--- src/assert_macros.svh ---
// Assertion macros shared by the scheduler RTL.
`ifndef ASSERT_MACROS_SVH
`define ASSERT_MACROS_SVH
`ifndef SYNTHESIS
// Check that a property holds at every rising edge outside reset.
`define PTS_ASSERT(lbl, clk, rst_n, prop) \
	lbl: assert property (@(posedge clk) disable iff (!rst_n) prop) \
		else $error("scheduler check failed");
// Check that a condition never holds at a rising edge outside reset.
`define PTS_NEVER(lbl, clk, rst_n, cond) \
	lbl: assert property (@(posedge clk) disable iff (!rst_n) !(cond)) \
		else $error("scheduler forbidden condition seen");
`else
`define PTS_ASSERT(lbl, clk, rst_n, prop)
`define PTS_NEVER(lbl, clk, rst_n, cond)
`endif
`endif

--- src/pts_pkg.sv ---
// Types, codes and constants of the priority task scheduler.
`default_nettype none
package pts_pkg;
	localparam int MaxTasks = 16;
	localparam int SlotW    = (MaxTasks > 1) ? $clog2(MaxTasks) : 1;
	localparam int CntW     = $clog2(MaxTasks + 1);

	localparam logic [7:0] CeilingReset = 8'd10;

	localparam logic [1:0] ACT_CREATE   = 2'd0;
	localparam logic [1:0] ACT_WAIT     = 2'd1;
	localparam logic [1:0] ACT_START    = 2'd2;
	localparam logic [1:0] ACT_SCHEDULE = 2'd3;

	localparam logic [1:0] STAT_DISPATCHED = 2'd0;
	localparam logic [1:0] STAT_NONE_READY = 2'd1;
	localparam logic [1:0] STAT_CREATED    = 2'd2;
	localparam logic [1:0] STAT_FULL       = 2'd3;

	typedef struct packed {
		logic [1:0] action;
		logic [7:0] priority_req;
		logic [7:0] task_id;
	} pts_req_t;

	typedef struct packed {
		logic [1:0] status;
		logic [3:0] slot;
		logic [7:0] chosen_id;
	} pts_rsp_t;

	// Control of the best-candidate tracker for one scan step.
	typedef struct packed {
		logic init;
		logic vld;
		logic elig;
	} pts_ctl_t;

	// Report only the low four bits of a slot index.
	function automatic logic [3:0] slot_out(input logic [SlotW-1:0] s);
		logic [31:0] w;
		w = 32'(s);
		return w[3:0];
	endfunction
endpackage
`default_nettype wire

--- src/pts_table.sv ---
// Priority and identifier store of the task table, one write and one read port.
`default_nettype none
module pts_table (
	input  wire logic                      clk,
	input  wire logic                      we,
	input  wire logic [pts_pkg::SlotW-1:0] waddr,
	input  wire logic [7:0]                wprio,
	input  wire logic [7:0]                wid,
	input  wire logic [pts_pkg::SlotW-1:0] raddr,
	output logic      [7:0]                rd_prio,
	output logic      [7:0]                rd_id
);
	import pts_pkg::*;

	logic [7:0] prio_mem [MaxTasks];
	logic [7:0] id_mem [MaxTasks];

	always_ff @(posedge clk) begin
		if (we) begin
			prio_mem[waddr] <= wprio;
			id_mem[waddr]   <= wid;
		end
	end

	always_ff @(posedge clk) begin
		rd_prio <= prio_mem[raddr];
		rd_id   <= id_mem[raddr];
	end
endmodule
`default_nettype wire

--- src/pts_best.sv ---
// Shared compare unit: tracks the best eligible entry over a scan.
`default_nettype none
module pts_best (
	input  wire logic                      clk,
	input  wire logic                      arst_n,
	input  wire pts_pkg::pts_ctl_t         ctl,
	input  wire logic [7:0]                ceiling,
	input  wire logic [7:0]                prio,
	input  wire logic [7:0]                id,
	input  wire logic [pts_pkg::SlotW-1:0] idx,
	output logic                           found,
	output logic      [pts_pkg::SlotW-1:0] best_idx,
	output logic      [7:0]                best_id
);
	import pts_pkg::*;

	logic [7:0] limit_q;
	logic       found_q;
	logic       take;

	// At or below the running limit: a tie goes to the later slot.
	assign take = ctl.vld && ctl.elig && (prio <= limit_q);

	always_ff @(posedge clk or negedge arst_n) begin
		if (!arst_n) begin
			found_q <= 1'b0;
			limit_q <= CeilingReset;
		end else if (ctl.init) begin
			found_q <= 1'b0;
			limit_q <= ceiling;
		end else if (take) begin
			found_q <= 1'b1;
			limit_q <= prio;
		end
	end

	always_ff @(posedge clk) begin
		if (take) begin
			best_idx <= idx;
			best_id  <= id;
		end
	end

	assign found = found_q;
endmodule
`default_nettype wire

--- src/priority_task_scheduler_unit.sv ---
// Top level of the priority task scheduler: sequencer, ready marks and result register.
//
// Usage:
//   Request channel: drive req and raise start; the request is taken at a rising
//   edge where start is high and busy is low.
//   Result channel: done pulses for one cycle with rsp; the receiver cannot stall,
//   so it must take the result in that cycle.
//   Configuration: cfg_we with cfg_data writes priority_ceiling; write only while idle.
// Request handling:
//   Create answers in the cycle after the request and leaves busy low, so a new
//   request may follow in the next cycle.
//   Wait, start and schedule scan the occupied entries one per cycle through the
//   table read port and one shared compare unit: the result is registered after the
//   scan, the drain state and the finish state (an empty table answers from idle),
//   and busy stays high until the cycle the result appears.
//   A start request matches identifiers in the same pass as the priority search.
// Reset:
//   arst_n clears the ready marks, entry count, current slot and sequencer, and
//   loads priority_ceiling with 10. The store contents stay unknown until written.
`default_nettype none
`include "assert_macros.svh"
module priority_task_scheduler_unit (
	input  wire logic              clk,
	input  wire logic              arst_n,
	input  wire logic              start,
	output logic                   busy,
	input  wire pts_pkg::pts_req_t req,
	output logic                   done,
	output pts_pkg::pts_rsp_t      rsp,
	input  wire logic              cfg_we,
	input  wire logic [7:0]        cfg_data
);
	import pts_pkg::*;

	localparam logic [1:0] S_IDLE   = 2'd0;
	localparam logic [1:0] S_SCAN   = 2'd1;
	localparam logic [1:0] S_DRAIN  = 2'd2;
	localparam logic [1:0] S_FINISH = 2'd3;

	logic [1:0]          state_q;
	logic [7:0]          ceiling_q;
	logic [CntW-1:0]     cnt_q;
	logic [SlotW-1:0]    cur_q;
	logic [MaxTasks-1:0] ready_q;
	logic [SlotW-1:0]    idx_q;
	logic                start_op_q;
	logic [7:0]          tid_q;
	logic                vld_s1;
	logic [SlotW-1:0]    idx_s1;
	logic                done_q;
	pts_rsp_t            rsp_q;

	logic             accept;
	logic             full;
	logic             do_create;
	logic             last_issue;
	logic [7:0]       rd_prio;
	logic [7:0]       rd_id;
	logic             id_hit;
	pts_ctl_t         ctl;
	logic             found;
	logic [SlotW-1:0] best_idx;
	logic [7:0]       best_id;

	assign busy       = (state_q != S_IDLE);
	assign accept     = start && !busy;
	assign full       = (cnt_q >= CntW'(MaxTasks));
	assign do_create  = accept && (req.action == ACT_CREATE) && !full;
	assign last_issue = ((CntW'(idx_q) + CntW'(1)) == cnt_q);

	// A start request readies the entry being compared if its identifier matches.
	assign id_hit   = start_op_q && (rd_id == tid_q);
	assign ctl.init = accept && (req.action != ACT_CREATE);
	assign ctl.vld  = vld_s1;
	assign ctl.elig = ready_q[idx_s1] || id_hit;

	pts_table u_table (
		.clk     (clk),
		.we      (do_create),
		.waddr   (cnt_q[SlotW-1:0]),
		.wprio   (req.priority_req),
		.wid     (req.task_id),
		.raddr   (idx_q),
		.rd_prio (rd_prio),
		.rd_id   (rd_id)
	);

	pts_best u_best (
		.clk      (clk),
		.arst_n   (arst_n),
		.ctl      (ctl),
		.ceiling  (ceiling_q),
		.prio     (rd_prio),
		.id       (rd_id),
		.idx      (idx_s1),
		.found    (found),
		.best_idx (best_idx),
		.best_id  (best_id)
	);

	// Hold the ceiling register; the user must make writes come only while idle, as the block takes cfg_we unchecked.
	always_ff @(posedge clk or negedge arst_n) begin
		if (!arst_n) begin
			ceiling_q <= CeilingReset;
		end else if (cfg_we) begin
			ceiling_q <= cfg_data;
		end
	end

	// Ready marks: set on create and on identifier match, clear on wait.
	always_ff @(posedge clk or negedge arst_n) begin
		if (!arst_n) begin
			ready_q <= '0;
		end else begin
			if (do_create) begin
				ready_q[cnt_q[SlotW-1:0]] <= 1'b1;
			end
			if (accept && (req.action == ACT_WAIT)) begin
				ready_q[cur_q] <= 1'b0;
			end
			if (vld_s1 && id_hit) begin
				ready_q[idx_s1] <= 1'b1;
			end
		end
	end

	// Sequencer: issue one table read per cycle, then drain the compare stage.
	always_ff @(posedge clk or negedge arst_n) begin
		if (!arst_n) begin
			state_q    <= S_IDLE;
			cnt_q      <= '0;
			cur_q      <= '0;
			idx_q      <= '0;
			start_op_q <= 1'b0;
			tid_q      <= '0;
			vld_s1     <= 1'b0;
			idx_s1     <= '0;
			done_q     <= 1'b0;
		end else begin
			done_q <= 1'b0;
			vld_s1 <= (state_q == S_SCAN);
			idx_s1 <= idx_q;
			unique case (state_q)
				S_IDLE: begin
					if (accept) begin
						if (req.action == ACT_CREATE) begin
							done_q <= 1'b1;
							if (!full) begin
								cnt_q <= cnt_q + CntW'(1);
							end
						end else begin
							start_op_q <= (req.action == ACT_START);
							tid_q      <= req.task_id;
							idx_q      <= '0;
							if (cnt_q == '0) begin
								done_q <= 1'b1;
							end else begin
								state_q <= S_SCAN;
							end
						end
					end
				end
				S_SCAN: begin
					idx_q <= idx_q + SlotW'(1);
					if (last_issue) begin
						state_q <= S_DRAIN;
					end
				end
				S_DRAIN: begin
					state_q <= S_FINISH;
				end
				S_FINISH: begin
					done_q  <= 1'b1;
					state_q <= S_IDLE;
					if (found) begin
						cur_q <= best_idx;
					end
				end
				default: begin
					state_q <= S_IDLE;
				end
			endcase
		end
	end

	// Result register: loaded in the cycle that raises done.
	always_ff @(posedge clk) begin
		if (accept && (req.action == ACT_CREATE)) begin
			if (full) begin
				rsp_q <= '{status: STAT_FULL, slot: 4'd0, chosen_id: 8'd0};
			end else begin
				rsp_q <= '{status: STAT_CREATED, slot: slot_out(cnt_q[SlotW-1:0]),
					chosen_id: req.task_id};
			end
		end else if (accept && (cnt_q == '0)) begin
			rsp_q <= '{status: STAT_NONE_READY, slot: slot_out(cur_q), chosen_id: 8'd0};
		end else if (state_q == S_FINISH) begin
			if (found) begin
				rsp_q <= '{status: STAT_DISPATCHED, slot: slot_out(best_idx),
					chosen_id: best_id};
			end else begin
				rsp_q <= '{status: STAT_NONE_READY, slot: slot_out(cur_q),
					chosen_id: 8'd0};
			end
		end
	end

	assign done = done_q;
	assign rsp  = rsp_q;

	`PTS_ASSERT(a_done_has_cause, clk, arst_n, done |-> ($past(start && !busy) || $past(busy)))
	`PTS_ASSERT(a_busy_ends_in_done, clk, arst_n, $fell(busy) |-> done)
	`PTS_NEVER(a_count_in_range, clk, arst_n, cnt_q > CntW'(MaxTasks))
	`PTS_ASSERT(a_dispatch_is_ready, clk, arst_n, (done && (rsp.status == STAT_DISPATCHED)) |-> ready_q[cur_q])
endmodule
`default_nettype wire
--- config.mk ---
export PLATFORM = sky130hd
export DESIGN_NAME = priority_task_scheduler_unit
export DESIGN_NICKNAME = d
export VERILOG_FILES = /design/src/pts_pkg.sv /design/src/pts_table.sv /design/src/pts_best.sv /design/src/priority_task_scheduler_unit.sv
export VERILOG_INCLUDE_DIRS = /design/src /design/src/src
export SDC_FILE = /design/constraint.sdc
export NUM_CORES = 1
export LEC_CHECK = 0
export BUFFER_PORTS_ARGS = -buffer_cell sky130_fd_sc_hd__buf_2
export CAP_MARGIN = 30
export CORE_MARGIN = 2
export CORE_UTILIZATION = 50
export CTS_CLUSTER_DIAMETER = 200
export DETAILED_ROUTE_END_ITERATION = 6
export HOLD_SLACK_MARGIN = 0.15
export PLACE_DENSITY_LB_ADDON = 0.3
export SLEW_MARGIN = 20
export SYNTH_ARGS = -nofsm -noshare
export SYNTH_HDL_FRONTEND = slang
export SYNTH_SLANG_ARGS = --single-unit
--- constraint.sdc ---
create_clock -name clk -period 2.9 [get_ports clk]
set_clock_uncertainty 0.1 [all_clocks]
set_input_delay 0.29 -clock clk [delete_from_list [all_inputs] [get_ports clk]]
set_output_delay 0.29 -clock clk [all_outputs]
set_load 0.02 [all_outputs]
* After elaboration in Yosys (flattened, before gate mapping)
Memories as Yosys holds them, arrays and structs flattened. A register that Yosys moved wholly into a read port is not among the register bits. Index checks and enable logic that the tools add are counted.
Storage, ports and cells: register bits after elaboration 89, output and inout port bits 16, word-level logic and storage cells 111, input port bits 30, memories kept 2, RAM bits 256
Operators by class: bitwise logic cells 6, multiplexer cells 34, $add $sub $neg 3, eq/ne operators 11, reductions and logical operators 29, order comparisons 8
Memories:
- u_table.id_mem | depth 16, bits a word 8, read ports 1, clocked after memory_dff 1, write ports 1, line pts_table.sv:16 | logic [7:0] id_mem [MaxTasks];
- u_table.prio_mem | depth 16, bits a word 8, read ports 1, clocked after memory_dff 1, write ports 1, line pts_table.sv:15 | logic [7:0] prio_mem [MaxTasks];
Operator list (count):
- $mux 16 | 3
- $mux 14 | 3
- $or 16x16->16 | 2
- $mux 13 | 2
- $and 16x16->16 | 1
- $mux 8 | 2
- $not 16->16 | 1
- $lt 4x5->1 const B | 3
- $logic_and 1x1->1 | 13
- $demux 1 s4 | 3
- $ge 4x1->1 const B | 3
- $mux 1 | 11
- $eq 8x8->1 | 1
- $le 8x8->1 | 1
- $mux 2 | 4
- $mux 4 | 2
- $ne 2x2->1 const B | 4
- $pmux 2 s4 | 1
- $pmux 4 s2 | 1
- $reduce_and 4->1 | 2
- $reduce_bool 2->1 | 4
- $eq 2x2->1 const B | 3
- $reduce_and 3->1 | 2
- $add 4x1->5 const B | 1
- 14 further kinds | 18

* Logic depth before layout (Yosys ltp)
word-level depth 10, gate-level depth with buffers 9, gate-level depth less buffers 8

* Hierarchy
From an unflattened synthesis, not the netlist that was laid out.
Unflattened totals: cells, all modules 837, area total of the unflattened synthesis 14626.5 µm²
Modules (own cells, without submodules):
- pts_table | area an instance 10079.7 µm², sequential area each 8007.7 µm², cells an instance 432, times used 1
- priority_task_scheduler_unit | area an instance 3429.5 µm², sequential area each 1774.2 µm², cells an instance 313, times used 1
- pts_best | area an instance 1117.3 µm², sequential area each 588.1 µm², cells an instance 92, times used 1

* Worst setup path before layout
Ideal clock, no wire load.
path kind flip-flop to flip-flop, start reg state_q[0], end mem u_table.id_mem[0][0], enable pin, stages on the path, launching flop included 5, library setup time 435 ps, arrival 2519 ps, setup slack -154 ps, path buffers 0, clock period less this slack 3054 ps, data required time 2365 ps, path through dfrtp_1 inv_1 ha_1 nand2_1 nor4_1
On the way: word-level cells in the longest chain between the ends 7
RTL lines:
- from (decl) | line priority_task_scheduler_unit.sv:40 | logic [1:0] state_q;
- from (signal assigned) | line priority_task_scheduler_unit.sv:130 | state_q <= S_IDLE;
- from (signal assigned) | line priority_task_scheduler_unit.sv:158 | state_q <= S_SCAN;
- from (signal assigned) | line priority_task_scheduler_unit.sv:166 | state_q <= S_DRAIN;
- $reduce_bool 2->1 | line priority_task_scheduler_unit.sv:65 | assign busy = (state_q != S_IDLE);
- $logic_not 1->1 | line priority_task_scheduler_unit.sv:66 | assign accept = start && !busy;
- $logic_and 1x1->1 | line priority_task_scheduler_unit.sv:66
- $logic_and 1x1->1 (2 in series) | line priority_task_scheduler_unit.sv:68 | assign do_create = accept && (req.action == ACT_CREATE) && !full;
- $mux 1 | line pts_table.sv:19 | if (we) begin
- $mux 1 (not written as such) | line pts_table.sv:21 | id_mem[waddr] <= wid;
- to (decl) | line pts_table.sv:16
No other way between the ends.

* Worst setup path after layout
start reg state_q[0], end mem u_table.id_mem[10][4], enable pin
Same word-level chain as after synthesis.

==> out/results.txt <==
status - completed
first-pass GRT wire length - 49900 µm
worst slew pin tran - 788 ps
pre-CTS WS - 233 ps
Clock Tree Buf Depth - 3
synthesized area - 14500 µm²
Cells after Synth - 892
die width - 174 µm
initial core utilization - 50.6%
Critical Path Sink - u_table.id_mem[10][4]
RSZ-0062 raised after global routing - false
post-synthesis net count - 940
fmax - 0.365 GHz
Pwr Total - 16200 µW
die height - 174 µm
antenna cells - 0
CP most frequent cell - buf_4
Max Fanout on Critical Path - 16
crit path max-delay cell type - dfrtp_1
number of remaining DRC errors - 0
final setup margin - 157 ps
total CTS buffers - 38
final wirelength - 33000 µm
worst r2r src - state_q[0]
Lkg Pwr - 0.00613 µW
die area - 30300 µm²
clock share of power - 28.1%
crit path from - state_q[0]
sequential power share - 42.8%
Switch Pwr - 5200 µW
Critical Path Stages - 8
HP Class - in -> reg
Post CTS Setup Buffer Count - 0
slowest stage delay, CP - 400 ps
synth warn - 0
startpoint types - flop
Final Hold Vio Count - 0
Tcrit/Tclk final - 94.6%
Pins Over Slew Limit - 0
final std cells w/o fill - 1434
register area share after synthesis - 71.6%
CTS clk-pin slew, worst paths - 60 ps
WP buf/inv - 3
switch share - 32.2%
Post-synth EDFFs - 282
P per Cell Area - 951 nW/µm²
Rows - 62
clock root buffer - clkbuf_16
worst reg2reg setup slack - 160 ps
power share of the combinational group - 29.1%
CP Capture Type - flop
Reg-to-Reg End - u_table.id_mem[10][4]
synth unique cells - 55
GRT Total Usage - 22.0%
Final GP Congestion - 0.910
Crit path required time - 2990 ps
worst hold margin - 178 ps
vias post-DR - 8348
Pint - 11000 µW
Seq cells post-synth - 361
Max H-tree Level - 2
Setup CP Type - reg -> reg
IO Port Bufs - 45
clk_lat worst skew - 520 ps
GRT Residual Overflow - 0
antenna violations before repair - 2
vias in the first global route - 8185
largest net degree at the start of global routing - 44
dominant synthesized flop cell - edfxtp_1
setup total negative slack - 0 ps
DP HPWL - 20800 µm
cell count of the worst reg-to-reg path - 8
Worst EP arrival - 2840 ps
core area - 28600 µm²
Area Growth Syn to Fin - 17.4%
fraction of layout cells with a size suffix above 1 - 21.0%
Total Nets Final - 1070
Crit path max-delay family - simple AND/OR/NAND/NOR gates
First DRT Iteration DRCs - 791
clk sinks - 361
drt pass-1 iters - 4
CTS tree - yes
critical-path cell list - inv_1 > ha_1 > nor4bb_1 > buf_4 > and2_1 > nor2b_1 > and3_1 > buf_4
Syn Area/Cell - 16.2 µm²
# fillers - 2081
dpl cells - 1329
CTS-repair resized insts - 0
Max VDD drop - 0.522 mV
ys async rst share - 17.5%
io pins - 46
Worst Hold Path Cells - 4
Slew headroom - 47.0%
max cap viols - 0
Post-DRT Antenna Nets - 0
endpoints failing setup - 0
vias per cell - 5.82
min cycle time layout - 2740 ps
DR WL/cell - 23.0 µm
-- worst min-delay path: stages --
cell and delay (ps):
buf_2 130, nand2_1 60, a22o_1 180, mux2i_1 90
-- cells in the mapped netlist (all sizes together), types with 4 or more instances --
| master | instances | area share [%] |
|---|---|---|
| o21a | 4 | 0.22 |
| inv | 17 | 0.44 |
| a21oi | 32 | 1.1 |
| nand2 | 68 | 1.8 |
| a22oi | 17 | 0.88 |
| nand3 | 12 | 0.41 |
| mux2 | 25 | 2.0 |
| clkbuf | 23 | 0.60 |
| xor2 | 4 | 0.24 |
| xnor2 | 11 | 0.67 |
| o22ai | 9 | 0.39 |
| buf | 16 | 0.68 |
| dfxtp | 16 | 2.2 |
| nor2b | 7 | 0.30 |
| and2 | 7 | 0.32 |
| a22o | 11 | 0.67 |
| nor2 | 20 | 0.52 |
| dfstp | 4 | 0.73 |
| o21ai | 60 | 2.2 |
| edfxtp | 282 | 58 |
| ha | 18 | 1.6 |
| nand4 | 5 | 0.22 |
| a221oi | 16 | 0.97 |
| dfrtp | 59 | 10 |
| and3 | 12 | 0.52 |
| a31oi | 11 | 0.48 |
| mux2i | 58 | 4.0 |
| mux4 | 36 | 5.6 |
-- layout make-up --
class	count	area [µm²]	area share (%)
well taps	384	480	2.83
clock inverters	15	125	0.736
inverters	18	67.6	0.398
clock buffers	53	1040	6.10
repair buffers	129	1040	6.10
multi-input cells	474	3870	22.8
flip-flops and latches	361	10400	61.0
-- flip-flops by register name, indices dropped and copies added (netlist names) --
register          cells
u_table.rd_id         8
idx_s1                4
start_op_q            1
state_q               2
vld_s1                1
u_best.best_idx       4
ceiling_q             8
u_best.limit_q        8
u_best.best_id        8
u_table.id_mem      128
ready_q              16
u_best.found          1
idx_q                 4
cnt_q                 5
cur_q                 4
rsp                  14
done                  1
u_table.prio_mem    128
u_table.rd_prio       8
tid_q                 8
-- power by group through the flow --
stage | clock network (µW) | registers, µW | logic [µW]
6_report | 4540 | 6920 | 4700
2_1_floorplan | 0 | 6880 | 3160
3_3_place_gp | 0 | 7000 | 4560
4_1_cts | 4620 | 6910 | 4690
3_5_place_dp | 0 | 7000 | 4620
5_1_grt | 4810 | 7000 | 5110
-- routing by layer --
| layer | vias up | share of wire (%) | wire length (µm) | track usage [%] |
|---|---|---|---|---|
| met3 | 58 | 7.8 | 2560 | 4.46 |
| met1 | 4214 | 44 | 14600 | 32.4 |
| met5 | - | 0.039 | 13 | 0 |
| li1 | 3734 | - | - | - |
| met4 | 2 | 2.2 | 714 | 6.09 |
| met2 | 340 | 46 | 15100 | 33.7 |
-- kinds of logic after synthesis --
kind of cell,count (synthesis),synth area share [%]
xor+xnor,15,0.907
buf+inv,57,1.75
flops,361,71.6
compound gates,174,7.67
simple gates,148,4.93
fa+ha+maj,18,1.56
mux,119,11.6
-- how the worst min path moves through the flow --
stage / start / to / slack (ps)
6_report: start / state_q[0] / 180
3_3_place_gp: u_table.rd_id[1] / u_best.best_id[1] / 330
3_5_place_dp: arst_n / done / 150
4_1_cts: start / state_q[0] / 160
5_1_grt: start / state_q[0] / 210
2_1_floorplan: arst_n / ceiling_q[0] / -110
-- timing repair --
| item | CTS | global route |
|---|---|---|
| hold buffers | 37 | 0 |
| setup endpoints to repair | 0 | 0 |
| hold endpoints to repair | 303 | 0 |
-- cells in the final DEF (no fill, tap or decap), types with 7 or more instances in the layout --
cell type      Yosys  layout
nand2_1           68      68
buf_12             0       7
a21oi_1           32      32
buf_4              0      40
dfrtp_1           59      57
ha_1              18      18
buf_2             13      45
and3_1            12      12
a22oi_1           17      17
dfxtp_1           16      16
xnor2_1           11      11
edfxtp_1         282     282
a31oi_1           11      11
clkbuf_16          0      38
mux2i_1           58      58
nor2_1            20      20
a221oi_1          16      16
mux2_2            24      24
o21ai_1           13      13
a22o_1            11      11
nand3_1           12      12
inv_1             17      17
mux4_2            36      36
o22ai_1            9       9
o21ai_0           46      46
dlygate4sd3_1      0      37
clkbuf_1          23      12
-- through the flow --
step / area, µm² / util, %
floorplan: 14500 / -
global placement: 15400 / 53.9
detailed placement: 15500 / 54.0
CTS: 17000 / 59.4
global route: 17000 / 59.4
finish: 17000 / 59.4
No activity file was read; power rests on OpenSTA's default activity.
